$ cat config.mk
export PLATFORM = sky130hd
export DESIGN_NAME = soft_break_inserter
export DESIGN_NICKNAME = d
export VERILOG_FILES = /design/src/hw/rtl/sbi_pkg.sv /design/src/hw/rtl/soft_break_inserter.sv
export SDC_FILE = /design/constraint.sdc
export NUM_CORES = 1
export LEC_CHECK = 0
export BUFFER_PORTS_ARGS = -buffer_cell sky130_fd_sc_hd__buf_4
export CAP_MARGIN = 20
export CORE_MARGIN = 3
export CORE_UTILIZATION = 53
export DETAILED_ROUTE_END_ITERATION = 12
export MAX_ROUTING_LAYER = met4
export PLACE_DENSITY = 0.79
export SLEW_MARGIN = 30
export SYNTH_ARGS = -nofsm -noshare
export SYNTH_HDL_FRONTEND = slang
export SYNTH_SLANG_ARGS = --single-unit
$ cat constraint.sdc
create_clock -name clk -period 4.29 [get_ports clk]
set_input_delay 0.6435 -clock clk [delete_from_list [all_inputs] [get_ports clk]]
set_output_delay 0.6435 -clock clk [all_outputs]
set_load 0.01 [all_outputs]
$ cat src/hw/rtl/sbi_pkg.sv
// ----------------------------------------------------------------------------
// sbi_pkg: shared types and constants of the soft break inserter
// Word formats of both channels, markup characters and the break tag.
// ----------------------------------------------------------------------------
package sbi_pkg;

  // input word: one byte of markup text
  typedef struct packed {
    logic [7:0] in_byte;
    logic       end_of_text;
  } in_word_t;

  // output word: a tag byte or the passed-through text byte
  typedef struct packed {
    logic [7:0] out_byte;
    logic       last_of_run;
    logic       text_done;
  } out_word_t;

  // register reset and counter ceiling
  localparam logic [7:0] LIMIT_RESET = 8'd40;
  localparam logic [7:0] COUNT_MAX   = 8'd255;

  // markup characters
  localparam logic [7:0] CH_LT    = 8'h3C;
  localparam logic [7:0] CH_GT    = 8'h3E;
  localparam logic [7:0] CH_SPACE = 8'h20;
  localparam logic [7:0] CH_AMP   = 8'h26;
  localparam logic [7:0] CH_HASH  = 8'h23;
  localparam logic [7:0] CH_SEMI  = 8'h3B;
  localparam logic [7:0] CH_ZERO  = 8'h30;
  localparam logic [7:0] CH_NINE  = 8'h39;

  // escape progress codes
  localparam logic [2:0] ESC_NONE   = 3'd0;
  localparam logic [2:0] ESC_AMP    = 3'd1;
  localparam logic [2:0] ESC_HASH   = 3'd2;
  localparam logic [2:0] ESC_DIG2   = 3'd4;
  localparam logic [2:0] ESC_DIG3   = 3'd5;

  // output phases: tag bytes 0..4, then the text byte itself
  localparam logic [2:0] PHASE_TAG0 = 3'd0;
  localparam logic [2:0] PHASE_BYTE = 3'd5;

  // bytes of the break tag <wbr>
  function automatic logic [7:0] wbr_byte(input logic [2:0] idx);
    logic [7:0] b;
    case (idx)
      3'd0:    b = 8'h3C;
      3'd1:    b = 8'h77;
      3'd2:    b = 8'h62;
      3'd3:    b = 8'h72;
      3'd4:    b = 8'h3E;
      default: b = 8'h3E;
    endcase
    return b;
  endfunction

endpackage

$ cat src/hw/rtl/soft_break_inserter.sv
// ----------------------------------------------------------------------------
// soft_break_inserter: soft line-break insertion for markup text
// Counts visible characters outside tags and inserts <wbr> before the byte
// at which the run reaches the configured limit.
// ----------------------------------------------------------------------------
//
//  channel   direction  handshake            word
//  in        input      in_valid / in_stall  sbi_pkg::in_word_t
//  out       output     out_valid / out_stall sbi_pkg::out_word_t
//  cfg       input      cfg_valid / cfg_ready break_limit, 8 bits
//
// one text byte per cycle when no break is inserted and out_stall is low; a
// byte that triggers a break is sent as five tag bytes plus itself, paced by the
// output register. a one-word skid buffer holds an input byte while the
// output register is busy, so in_stall is a register output.
// rst is synchronous; it sets break_limit to 40 and clears the text state.
// out_stall holds the output word; no word is lost or repeated.
//
module soft_break_inserter (
  input  logic               clk,
  input  logic               rst,
  input  logic               in_valid,
  output logic               in_stall,
  input  sbi_pkg::in_word_t  in_word,
  output logic               out_valid,
  input  logic               out_stall,
  output sbi_pkg::out_word_t out_word,
  input  logic               cfg_valid,
  output logic               cfg_ready,
  input  logic [7:0]         cfg_break_limit
);

  // configuration and text state
  logic [7:0] break_limit;
  logic       outside_tag, outside_tag_next;
  logic [7:0] run_count, run_count_next;
  logic [2:0] escape_progress, escape_progress_next;

  // skid buffer
  logic              skid_full;
  sbi_pkg::in_word_t skid_word;

  // output register
  logic       busy;
  logic [2:0] phase;
  logic [7:0] hold_byte;
  logic       hold_eot;

  // datapath control
  sbi_pkg::in_word_t src_word;
  logic       src_valid;
  logic       take;
  logic       in_accept;
  logic       insert;
  logic       terminated;
  logic       is_digit;
  logic [7:0] c;
  logic [8:0] sum;
  logic [7:0] sum_sat;

  assign cfg_ready = 1'b1;
  assign in_stall  = skid_full;
  assign in_accept = in_valid && !skid_full;

  // source of the next byte: skid buffer first
  assign src_word  = skid_full ? skid_word : in_word;
  assign src_valid = skid_full || in_valid;
  assign take      = src_valid &&
                     (!busy || (!out_stall && phase == sbi_pkg::PHASE_BYTE));

  // scan logic for one byte
  always_comb begin
    c        = src_word.in_byte;
    is_digit = (c >= sbi_pkg::CH_ZERO) && (c <= sbi_pkg::CH_NINE);
    outside_tag_next     = outside_tag;
    run_count_next       = run_count;
    escape_progress_next = escape_progress;
    insert     = 1'b0;
    terminated = 1'b0;
    sum        = 9'd0;
    sum_sat    = 8'd0;
    if (c == sbi_pkg::CH_LT) begin
      outside_tag_next = 1'b0;
    end else if (c == sbi_pkg::CH_GT) begin
      outside_tag_next = 1'b1;
    end else if (outside_tag && c == sbi_pkg::CH_SPACE) begin
      run_count_next = 8'd0;
    end else if (outside_tag) begin
      if (c == sbi_pkg::CH_AMP && escape_progress == sbi_pkg::ESC_NONE) begin
        escape_progress_next = sbi_pkg::ESC_AMP;
      end else if (c == sbi_pkg::CH_HASH && escape_progress == sbi_pkg::ESC_AMP) begin
        escape_progress_next = sbi_pkg::ESC_HASH;
      end else if (is_digit && escape_progress >= sbi_pkg::ESC_HASH &&
                   escape_progress <= sbi_pkg::ESC_DIG2) begin
        escape_progress_next = escape_progress + 3'd1;
      end else if (c == sbi_pkg::CH_SEMI && (escape_progress == sbi_pkg::ESC_DIG2 ||
                                             escape_progress == sbi_pkg::ESC_DIG3)) begin
        // finished escape counts as one character
        sum        = {1'b0, run_count} + 9'd1;
        sum_sat    = sum[8] ? sbi_pkg::COUNT_MAX : sum[7:0];
        run_count_next       = sum_sat;
        escape_progress_next = sbi_pkg::ESC_NONE;
        terminated = 1'b1;
      end else begin
        // plain byte, or a broken escape adding back its bytes
        sum     = {1'b0, run_count} + 9'd1 + {6'd0, escape_progress};
        sum_sat = sum[8] ? sbi_pkg::COUNT_MAX : sum[7:0];
        run_count_next       = sum_sat;
        escape_progress_next = sbi_pkg::ESC_NONE;
      end
      if (!terminated && run_count_next >= break_limit &&
          escape_progress_next <= sbi_pkg::ESC_AMP) begin
        insert         = 1'b1;
        run_count_next = 8'd0;
      end
    end
    // end of text restores the scan state
    if (src_word.end_of_text) begin
      outside_tag_next     = 1'b1;
      run_count_next       = 8'd0;
      escape_progress_next = sbi_pkg::ESC_NONE;
    end
  end

  // configuration register
  always_ff @(posedge clk) begin
    if (rst) begin
      break_limit <= sbi_pkg::LIMIT_RESET;
    end else if (cfg_valid && cfg_ready) begin
      break_limit <= cfg_break_limit;
    end
  end

  // text state
  always_ff @(posedge clk) begin
    if (rst) begin
      outside_tag     <= 1'b1;
      run_count       <= 8'd0;
      escape_progress <= sbi_pkg::ESC_NONE;
    end else if (take) begin
      outside_tag     <= outside_tag_next;
      run_count       <= run_count_next;
      escape_progress <= escape_progress_next;
    end
  end

  // skid buffer
  always_ff @(posedge clk) begin
    if (rst) begin
      skid_full <= 1'b0;
    end else if (skid_full) begin
      if (take) begin
        skid_full <= 1'b0;
      end
    end else if (in_accept && !take) begin
      skid_full <= 1'b1;
    end
  end

  always_ff @(posedge clk) begin
    if (!skid_full && in_accept) begin
      skid_word <= in_word;
    end
  end

  // output sequencer: tag bytes then the text byte
  always_ff @(posedge clk) begin
    if (rst) begin
      busy  <= 1'b0;
      phase <= sbi_pkg::PHASE_BYTE;
    end else if (take) begin
      busy  <= 1'b1;
      phase <= insert ? sbi_pkg::PHASE_TAG0 : sbi_pkg::PHASE_BYTE;
    end else if (busy && !out_stall) begin
      if (phase == sbi_pkg::PHASE_BYTE) begin
        busy <= 1'b0;
      end else begin
        phase <= phase + 3'd1;
      end
    end
  end

  always_ff @(posedge clk) begin
    if (take) begin
      hold_byte <= src_word.in_byte;
      hold_eot  <= src_word.end_of_text;
    end
  end

  // output word
  assign out_valid = busy;
  always_comb begin
    if (phase == sbi_pkg::PHASE_BYTE) begin
      out_word.out_byte    = hold_byte;
      out_word.last_of_run = 1'b1;
      out_word.text_done   = hold_eot;
    end else begin
      out_word.out_byte    = sbi_pkg::wbr_byte(phase);
      out_word.last_of_run = 1'b0;
      out_word.text_done   = 1'b0;
    end
  end

  // a word accepted while the output is busy lands in the skid buffer
  a_skid_fill: assert property (@(posedge clk) disable iff (rst)
    (in_accept && !take) |=> skid_full)
    else $error("accepted word not held in skid buffer");

  // tag bytes advance one phase per delivered word
  a_phase_step: assert property (@(posedge clk) disable iff (rst)
    (busy && !out_stall && phase != sbi_pkg::PHASE_BYTE && !take)
      |=> (busy && phase == $past(phase) + 3'd1))
    else $error("tag sequence skipped or repeated a byte");

  // escape progress stays within its codes
  a_esc_range: assert property (@(posedge clk) disable iff (rst)
    escape_progress <= sbi_pkg::ESC_DIG3)
    else $error("escape progress out of range");

endmodule
After elaboration in Yosys (flattened, before gate mapping):

Cells that the tools add are included.

* add/subtract/negate cells: 4
* equality and inequality tests: 17
* reductions and logical operators: 35
* magnitude comparators: 6
* mux-type cells: 57

Operators by type and width (number)
* $mux 8: 16
* $eq 8x6->1 const B: 6
* $mux 3: 16
* $pmux 7 s4: 1
* $mux 1: 22
* $logic_and 1x1->1: 15
* $mux 10: 1
* $add 8x1->9 const B: 1
* $add 9x3->9: 1
* $eq 3x3->1 const B: 3
* $mux 9: 1
* $ge 8x6->1 const B: 1
* $ge 8x8->1: 1
* $le 8x6->1 const B: 1
* $ne 2x2->1 const B: 4
* $add 3x1->3 const B: 2
* $eq 3x1->1 const B: 2
* $eq 3x2->1 const B: 2
* $logic_not 3->1: 2
* $reduce_and 2->1: 3
* $reduce_bool 2->1: 3
* $reduce_bool 3->1: 2
* $logic_not 1->1: 5
* $reduce_and 5->1: 1
* other kinds (5): 7

* input port bits: 22
* register bits after elaboration: 43
* output and inout bits: 13

Depth between registers and ports, before layout:

Gate-level depths: netlist of the first run.

* word-level depth: 22
* mapped depth: 18

Worst setup path after synthesis of the first run:

OpenSTA, ideal clock, no wires.

* kind: register to register
* from: register run_count[0]
* to: register phase[2]
* clock period less this slack: 4.196 ns
* stages on the path, launching flop included: 18
* data arrival time: 4.081 ns
* path slack: 0.094 ns
* path through: dfxtp_1 -> ha_1 -> inv_1 -> fa_1 -> nor2b_1 -> o221ai_1 -> nor3_1 -> a311oi_1 -> a221oi_1 -> a21oi_1 -> ha_1 -> nor2b_1 -> o21ai_0 -> a221oi_1 -> o21ai_0 -> nand3_1 -> or4_1 -> a31o_1

* longest elaborated chain between the ends: 21

Ends and longest elaborated chain
* start: declaration: line soft_break_inserter.sv:36 `logic [7:0] run_count, run_count_next;`
* start signal: assignment: line soft_break_inserter.sv:142 `run_count <= run_count_next;`
* $add 8x1->9: line soft_break_inserter.sv:99, soft_break_inserter.sv:106
* $add 9x3->9: line soft_break_inserter.sv:106 `sum = {1'b0, run_count} + 9'd1 + {6'd0, escape_progress};`
* $mux 8: line soft_break_inserter.sv:107 `sum_sat = sum[8] ? sbi_pkg::COUNT_MAX : sum[7:0];`
* $mux 8: line soft_break_inserter.sv:96 `end else if (c == sbi_pkg::CH_SEMI && (escape_progress == sbi_pkg::ESC_DIG2 ||`
* $mux 8: line soft_break_inserter.sv:93 `end else if (is_digit && escape_progress >= sbi_pkg::ESC_HASH &&`
* $mux 8: line soft_break_inserter.sv:91 `end else if (c == sbi_pkg::CH_HASH && escape_progress == sbi_pkg::ESC_AMP) begin`
* $mux 8 (*): line soft_break_inserter.sv:89 `if (c == sbi_pkg::CH_AMP && escape_progress == sbi_pkg::ESC_NONE) begin`
* $mux 8 (*): line soft_break_inserter.sv:88 `end else if (outside_tag) begin`
* [... 4 more ...]
* $logic_and 1x1->1 (*) (2 in a row): line soft_break_inserter.sv:111 `if (!terminated && run_count_next >= break_limit &&`
* $mux 1 (*): line soft_break_inserter.sv:111
* $mux 1 (*): line soft_break_inserter.sv:88
* $mux 1 (*): line soft_break_inserter.sv:86 `end else if (outside_tag && c == sbi_pkg::CH_SPACE) begin`
* $mux 1 (*): line soft_break_inserter.sv:84 `end else if (c == sbi_pkg::CH_GT) begin`
* $mux 1 (*): line soft_break_inserter.sv:82 `if (c == sbi_pkg::CH_LT) begin`
* $mux 3 (*): line soft_break_inserter.sv:173 `phase <= insert ? sbi_pkg::PHASE_TAG0 : sbi_pkg::PHASE_BYTE;`
* $mux 3 (*): line soft_break_inserter.sv:171 `end else if (take) begin`
* end signal: assignment: line soft_break_inserter.sv:170 `phase <= sbi_pkg::PHASE_BYTE;`
* end signal: assignment: line soft_break_inserter.sv:173
* end signal: assignment: line soft_break_inserter.sv:178 `phase <= phase + 3'd1;`
* end: declaration: line soft_break_inserter.sv:45 `logic [2:0] phase;`

Every way passes the cells marked *; elsewhere a longest branch is shown, timed or not. The select of a mux whose other input is x is not followed.
A chain may end at the register's enable or synchronous reset.

Worst setup path after layout of the first run:

Ends and elaborated chain as after synthesis.

==> results of run 1 <==
==> worst max-delay path, cell delays in order (launching register included) <==
cell and delay (ns):
dfxtp_1 0.33, ha_1 0.22, xor2_1 0.15, ha_1 0.30
nor2b_1 0.15, o221ai_2 0.24, nor3_4 0.09, a311oi_2 0.39
buf_4 0.19, a22oi_1 0.06, mux2_2 0.29, ha_1 0.29
and3_1 0.19, a221oi_2 0.07, o21ai_2 0.25, nand3_1 0.13
or4_1 0.52, a31o_1 0.19
==> cell families after synthesis <==
kind of cell,after synthesis
buffers and inverters,36
xor gates and xnor gates,11
adders and majority gates,21
DFF,43
AOI/OAI and AO/OA,88
and+or+nand+nor,92
muxes,17
other,1
==> stage by stage <==
stage / setup TNS (ns) / instance area (um^2) / power, W / instances
global placement: -0.251 / 3440 / 0.000657 / 427
global route: 0 / 3590 / 0.000966 / 437
floorplan: 0 / 2980 / 0.000586 / 309
finish: 0 / 3590 / 0.000925 / 437
detailed placement: -0.367 / 3440 / 0.000665 / 427
CTS: 0 / 3540 / 0.000926 / 435
==> layout by cell type (no fill, tap or decap), types with 3 or more instances in the layout <==
cell | Yosys | routed
buf_4 | 2 | 62
dfxtp_1 | 25 | 25
inv_1 | 21 | 21
a21oi_1 | 21 | 21
nor2_1 | 20 | 20
ha_1 | 20 | 20
edfxtp_1 | 18 | 18
nand2_1 | 15 | 15
o21ai_0 | 12 | 10
nor3_1 | 9 | 8
nand3_1 | 7 | 7
xnor2_1 | 7 | 7
a21o_1 | 7 | 7
mux2i_1 | 7 | 7
a22o_1 | 7 | 7
mux2_2 | 6 | 6
o21ai_1 | 4 | 5
clkbuf_8 | 0 | 5
nor3b_1 | 4 | 4
nor2b_1 | 4 | 4
xor2_1 | 4 | 4
nor4_1 | 4 | 4
o21ai_2 | 2 | 3
o211ai_1 | 3 | 3
and3_1 | 3 | 3
a31oi_1 | 3 | 3
or3_1 | 3 | 3
o21a_1 | 3 | 3
==> worst min-delay path by stage <==
stage / cells past startpoint / to / slack (ns) / startpoint
finish: 2 / break_limit[1]$_SDFFE_PP0P_ / 0.50 / break_limit[1]$_SDFFE_PP0P_
global route: 1 / skid_word[5]$_DFFE_PP_ / 0.53 / in_word[5]
CTS: 2 / break_limit[1]$_SDFFE_PP0P_ / 0.51 / break_limit[1]$_SDFFE_PP0P_
detailed placement: 2 / break_limit[1]$_SDFFE_PP0P_ / 0.49 / break_limit[1]$_SDFFE_PP0P_
global placement: 2 / break_limit[2]$_SDFFE_PP0P_ / 0.48 / break_limit[2]$_SDFFE_PP0P_
floorplan: 2 / break_limit[1]$_SDFFE_PP0P_ / 0.46 / break_limit[1]$_SDFFE_PP0P_
==> layout make-up <==
type                            instances  area, um^2
Multi-Input combinational cell        230        1810
Fill cell                             412        1680
Sequential cell                        43        1040
Timing Repair Buffer                   62         465
Inverter                               24        90.1
Tap cell                               70        87.6
Clock buffer                            5        68.8
Clock inverter                          3        23.8
==> flip-flops by register name, summed over array words and instances, names as in the netlist <==
name / cells
break_limit: 8
escape_progress: 3
hold_byte: 8
hold_eot: 1
in_stall: 1
out_valid: 1
outside_tag: 1
phase: 3
run_count: 8
skid_word: 9
==> report_power, final <==
| group | internal (W) | switching, W | total, W |
|---|---|---|---|
| registers | 0.000451 | 0.0000140 | 0.000465 |
| clock network | 0.000116 | 0.000150 | 0.000267 |
| logic | 0.0000896 | 0.000104 | 0.000194 |
==> routing by layer <==
metal  vias to the layer above  GRT usage, %
met1                      1183          30.8
met4                         0          6.25
met2                        93          37.7
met5                         -             -
li1                       1276             -
met3                         8          3.55
==> timing repair <==
action / CTS / global route
pin swaps: 0 / 9
resized for setup: 4 / 7
hold buffers: 0 / 0
setup endpoints to repair: 9 / 9
buffers inserted: 0 / 2
==> synthesized netlist by cell type, drive strengths merged (5+ instances only) <==
library cell	count
nand3	7
nand2	16
and3	5
a21oi	21
o21ai	18
inv	23
edfxtp	18
a21o	7
mux2	8
buf	9
nor3	9
nor2	21
xnor2	7
ha	20
nor4	5
dfxtp	25
mux2i	9
a22o	7
==> impl_metrics.csv, run 1 <==
group,metric,value,unit
cts,clock_tree.htree_level_count,2,
drt,residual_antenna_violating_net_count_after_detailed_routing,0,
cts,root_buf_cell,"clkbuf_8",
worst_setup_path,critical_path_peak_fanout,4,
worst_setup_path,end_kind,"flip-flop",
sta,clock_skew,0.00792,ns
logic_synthesis,synth_top_family_by_area,"compound AO/OA/AOI/OAI gates",
die,floorplan.core_area,5270,um^2
worst_setup_path,worst_r2r_path_depth,17,
drt,routed-wl-met3,472,um
drt,wl_met2,3.41,mm
cts,worstSkewPairLatency,0.30,ns
sta,finalSetupViolCount,0,
logic_synthesis,synth_area_leaders,"edfxtp_1 (18%), dfxtp_1 (17%), ha_1 (8.4%)",
outcome,status,"finished clean",
grt,grt_antenna_before_repair,0,
worst_setup_path,cp.required,4.49,ns
logic_synthesis,synthArstFlopShare,0,%
sta,timing.final.crit_period,4.15,ns
logic_synthesis,synth.mux.area_fraction,6.60,%
place,dp_worst_setup_slack,-0.193,ns
logic_synthesis,yosys.area.top_type,"edfxtp_1",
cts,clkSlewWorstSetupHoldPaths,0.09,ns
grt,maximum_number_of_pins_on_one_net_before_global_route_repair,17,
logic_synthesis,synth-warning-count,0,
grt,globalRoute.totalOverflow,0,
die,num_io_pins,35,
logic_synthesis,synth_edf_count,18,
sta,final.period_utilization,96.7,%
logic_synthesis,simple_gate_portion_of_the_synthesized_area,17.9,%
sta,maxSlewViolCount,0,
worst_setup_path,startpoint,"run_count[0]$_SDFFE_PP0P_",
cells_and_area,drive_above_1_share,29.7,%
die,dieArea,6550,um^2
cells_and_area,finish.utilization,68.1,%
cells_and_area,antenna-diode-count,0,
cts,numCtsBuffers,5,
logic_synthesis,postSynthCellCount,309,
pwr,power.static_leakage,1.54,nW
grt,track_usage,23.4,%
logic_synthesis,ys_ff_latch,43,
cells_and_area,synthToLayoutAreaGrowth,20.5,%
place,port_buffers,33,
cts,cts_max_path_buffers,2,
sta,grt_setup_unrepaired,"false",
pwr,irDropWorstVdd,0.000173,V
drt,dr_iter_0_viols,244,
die,die_x,81.0,um
cells_and_area,nets,409,
logic_synthesis,synthFlopType,"dfxtp_1",
drt,drt_pre_antenna_iters,7,
pwr,power.density_cell_area,258,nW/um^2
sta,worst-slew-pin-transition,0.625,ns
logic_synthesis,fraction_of_the_mapped_netlist_area_in_compound_gates,22.4,%
place,gpl.final_weighted_congestion,0.937,
drt,route.vias.total,2560,
worst_setup_path,worst_setup_path_endpoint,"phase[2]$_SDFFE_PP1P_",
drt,drc,0,
logic_synthesis,postSynthAreaPerCell,9.64,um^2
logic_synthesis,yosysSeqAreaShare,35.0,%
sta,finalHoldViolCount,0,
logic_synthesis,syn_nets,352,
worst_setup_path,worstSetupPathType,"flip-flop to flip-flop",
hold_path,timing.hold.worst.class,"flip-flop to flip-flop",
place,half_perimeter_wire_length_after_placement,5.43,mm
logic_synthesis,synth_cell_types,75,
drt,routed_wire_length_per_instance,16.3,um
worst_setup_path,rr_startpoint,"run_count[0]$_SDFFE_PP0P_",
drt,wl,7.13,mm
die,die_h,81.0,um
flow_run,timing.max_cap.violations,0,
logic_synthesis,synth_xor_xnor_area_share,3.24,%
cts,tritoncts,"done",
worst_setup_path,regToRegSetupSlack,0.14,ns
grt,grt_pass1_vias,2375,
drt,detail_route.wirelength.met1,3.18,mm
sta,timing.fmax,0.241,GHz
die,start_util,56.5,%
sta,setup_ws,0.142,ns
logic_synthesis,syn-cell-area,2980,um^2
sta,whs,0.502,ns
logic_synthesis,synth_fa_ha_area_share,9.08,%
grt,grt_first_pass_wirelength,11.5,mm
worst_setup_path,worst-endpoint-arrival,4.35,ns
sta,slew_headroom,58.2,%
drt,via_per_inst,5.86,
cts,cts.sinks,43,
worst_setup_path,timing.rr.end,"phase[2]$_SDFFE_PP1P_",
die,row_count,26,
worst_setup_path,start_kind,"flip-flop",
logic_synthesis,synth_top_area_share,18.2,%
drt,routed.top_layer,"met4",
Power figures use the tool's default switching activity.
==> run 2: changes to the inputs <==
CORE_UTILIZATION = 45   (was 53)
PLACE_DENSITY = 0.7   (was 0.79)
==> run 2 against run 1 <==
  * Total power grew 0.44%
  * Sequential power about the same
  * Via count is 0.16% higher
  * First-iteration DRC count decreased by 31%
  * Maximum frequency up 0.60%
  * Register-to-register slack improved by 0.02 ns
  * Clock skew down 0.00068 ns
  * Critical path depth rose by 1
  * Utilization decreased by 11 points
  * Critical endpoint unchanged
  * Largest cell class unchanged
  * Largest power group unchanged
==> impl_metrics.csv, run 2 (same netlist as run 1, synthesis figures left out) <==
group,metric,value,unit
die,start_util,46.6,%
cells_and_area,largest_register_ff_count,9,
worst_setup_path,path_delay_family,"compound AO/OA/AOI/OAI gates",
pwr,irDropWorstVdd,0.000165,V
drt,route.vias.total,2564,
sta,maxSlewViolCount,0,
pwr,report.power.total,0.000930,W
sta,setup_ws,0.167,ns
grt,grt_pass1_vias,2448,
worst_setup_path,worst-endpoint-arrival,4.32,ns
sta,clock_skew,0.00724,ns
cts,tritoncts,"done",
cts,root_buf_cell,"clkbuf_8",
sta,timing.fmax,0.243,GHz
hold_path,timing.hold.worst.class,"flip-flop to flip-flop",
die,row_count,29,
pwr,power_switching_share,29.0,%
cells_and_area,layout_commonest_cell,"buf_4",
worst_setup_path,crit_cells,18,
worst_setup_path,critPathMaxStageDelay,0.53,ns
worst_setup_path,cp.required,4.49,ns
pwr,power.static_leakage,1.58,nW
worst_setup_path,start_kind,"flip-flop",
flow_run,timing.max_cap.violations,0,
cells_and_area,drive_above_1_share,30.7,%
pwr,pwr-share-clk,29.1,%
pwr,power.internal,0.000660,W
grt,grt_first_pass_wirelength,11.9,mm
place,port_buffers,33,
pwr,power.density_cell_area,254,nW/um^2
cells_and_area,nets,417,
sta,finalSetupViolCount,0,
pwr,power.switching,0.000270,W
sta,worst-slew-pin-transition,0.708,ns
drt,residual_antenna_violating_net_count_after_detailed_routing,0,
die,dieArea,7630,um^2
outcome,status,"finished clean",
pwr,pwr-share-seq,50.0,%
die,die_x,87.3,um
cts,clkSlewWorstSetupHoldPaths,0.09,ns
place,gpl.final_weighted_congestion,0.959,
worst_setup_path,cp_slowest_cell,"or4_1",
grt,grt_antenna_before_repair,0,
worst_setup_path,crit_chain,"ha_1 > inv_1 > fa_1 > nor2b_2 > o221ai_2 > nor3_4 > buf_4 > a32oi_1 > buf_4 > o221ai_1 > o211a_1 > ha_1 > a21o_1 > a221oi_2 > o21ai_2 > nand3_1 > or4_1 > a31o_1",
grt,maximum_number_of_pins_on_one_net_before_global_route_repair,17,
place,half_perimeter_wire_length_after_placement,5.45,mm
worst_setup_path,cp_num_buf_inv,3,
pwr,power.share.combinational,20.9,%
cts,postCtsHoldBufs,0,
drt,routed_wire_length_per_instance,15.7,um
die,num_io_pins,35,
drt,drc,0,
grt,track_usage,20.2,%
cells_and_area,antenna-diode-count,0,
drt,wl,7.12,mm
cts,cts.sinks,43,
cts,clock_tree.htree_level_count,2,
grt,globalRoute.totalOverflow,0,
worst_setup_path,critical_path_peak_fanout,4,
drt,drt_pre_antenna_iters,6,
cells_and_area,leading_cell_types_in_the_layout_fill_and_taps_excluded,"buf_4 (68), dfxtp_1 (25), inv_1 (21), a21oi_1 (21)",
place,dp_worst_setup_slack,-0.256,ns
worst_setup_path,worst_r2r_path_depth,18,
sta,finalHoldViolCount,0,
cells_and_area,largest-register,"skid_word",
die,die_h,87.3,um
sta,slew_headroom,52.6,%
cts,worstSkewPairLatency,0.30,ns
cts,cts_max_path_buffers,2,
die,floorplan.core_area,6390,um^2
hold_path,min_path_cells,2,
cts,numCtsBuffers,5,
worst_setup_path,worstSetupPathType,"flip-flop to flip-flop",
worst_setup_path,end_kind,"flip-flop",
cells_and_area,synthToLayoutAreaGrowth,23.1,%
drt,dr_iter_0_viols,168,
sta,final.period_utilization,96.1,%
drt,via_per_inst,5.67,
sta,timing.final.crit_period,4.12,ns
run 2: changes by cell type in the layout (fill, tap and decap cells not counted), sizes merged:
cell | before | now
buf | 62 | 70
run 2: final cells by class:
cell class,count,area (um^2)
Clock buffer,5,68.8
Clock inverter,3,23.8
Fill cell,553,2720
Inverter,24,90.1
Multi-Input combinational cell,230,1800
Sequential cell,43,1040
Tap cell,77,96.3
Timing Repair Buffer,70,542
run 2: worst min-delay path, delay by kind of cell, from the launching register on:
family	cells	cell delay, ns
DFF	1	0.33
and+or+nand+nor	1	0.07
muxes	1	0.06
run 2: path summary, 6_finish.rpt:
check,from,endpoint,slack (ns)
worst max-delay path,run_count[0]$_SDFFE_PP0P_,phase[2]$_SDFFE_PP1P_,0.17
worst min-delay path,break_limit[4]$_SDFFE_PP0P_,break_limit[4]$_SDFFE_PP0P_,0.50
worst max register to register,run_count[0]$_SDFFE_PP0P_,phase[2]$_SDFFE_PP1P_,0.17
worst min register to register,break_limit[4]$_SDFFE_PP0P_,break_limit[4]$_SDFFE_PP0P_,0.50
run 2: power groups by stage:
stage / combinational (W) / sequential, W / clock, W
global placement: 0.000189 / 0.000473 / 0
global route: 0.000217 / 0.000468 / 0.000292
CTS: 0.000194 / 0.000465 / 0.000277
detailed placement: 0.000192 / 0.000474 / 0
floorplan: 0.000116 / 0.000471 / 0
finish: 0.000195 / 0.000465 / 0.000270
run 2: metrics by stage:
| stage | cell area, um^2 | hold WS [ns] | util [%] | cells | TNS (ns) |
|---|---|---|---|---|---|
| 2_1_floorplan | 2980 | 0.460 | - | 309 | 0 |
| 3_3_place_gp | 3510 | 0.473 | 55.0 | 441 | -0.174 |
| 3_5_place_dp | 3510 | 0.481 | 55.0 | 441 | -0.583 |
| 4_1_cts | 3620 | 0.503 | 56.6 | 449 | 0 |
| 5_1_grt | 3660 | 0.530 | 57.4 | 452 | -0.211 |
| 6_report | 3660 | 0.495 | 57.4 | 452 | 0 |
run 2: per-layer routing:
metal / global-route usage [%] / part of all wire, %
met5: - / 0
met4: 6.42 / 2.6
met3: 3.12 / 5.1
met2: 32.3 / 46
met1: 26.2 / 46
run 2: repair_timing:
action | CTS | global route
pin swaps | 0 | 6
resized for setup | 4 | 6
buffers inserted | 0 | 3
endpoints found under the setup margin | 9 | 10
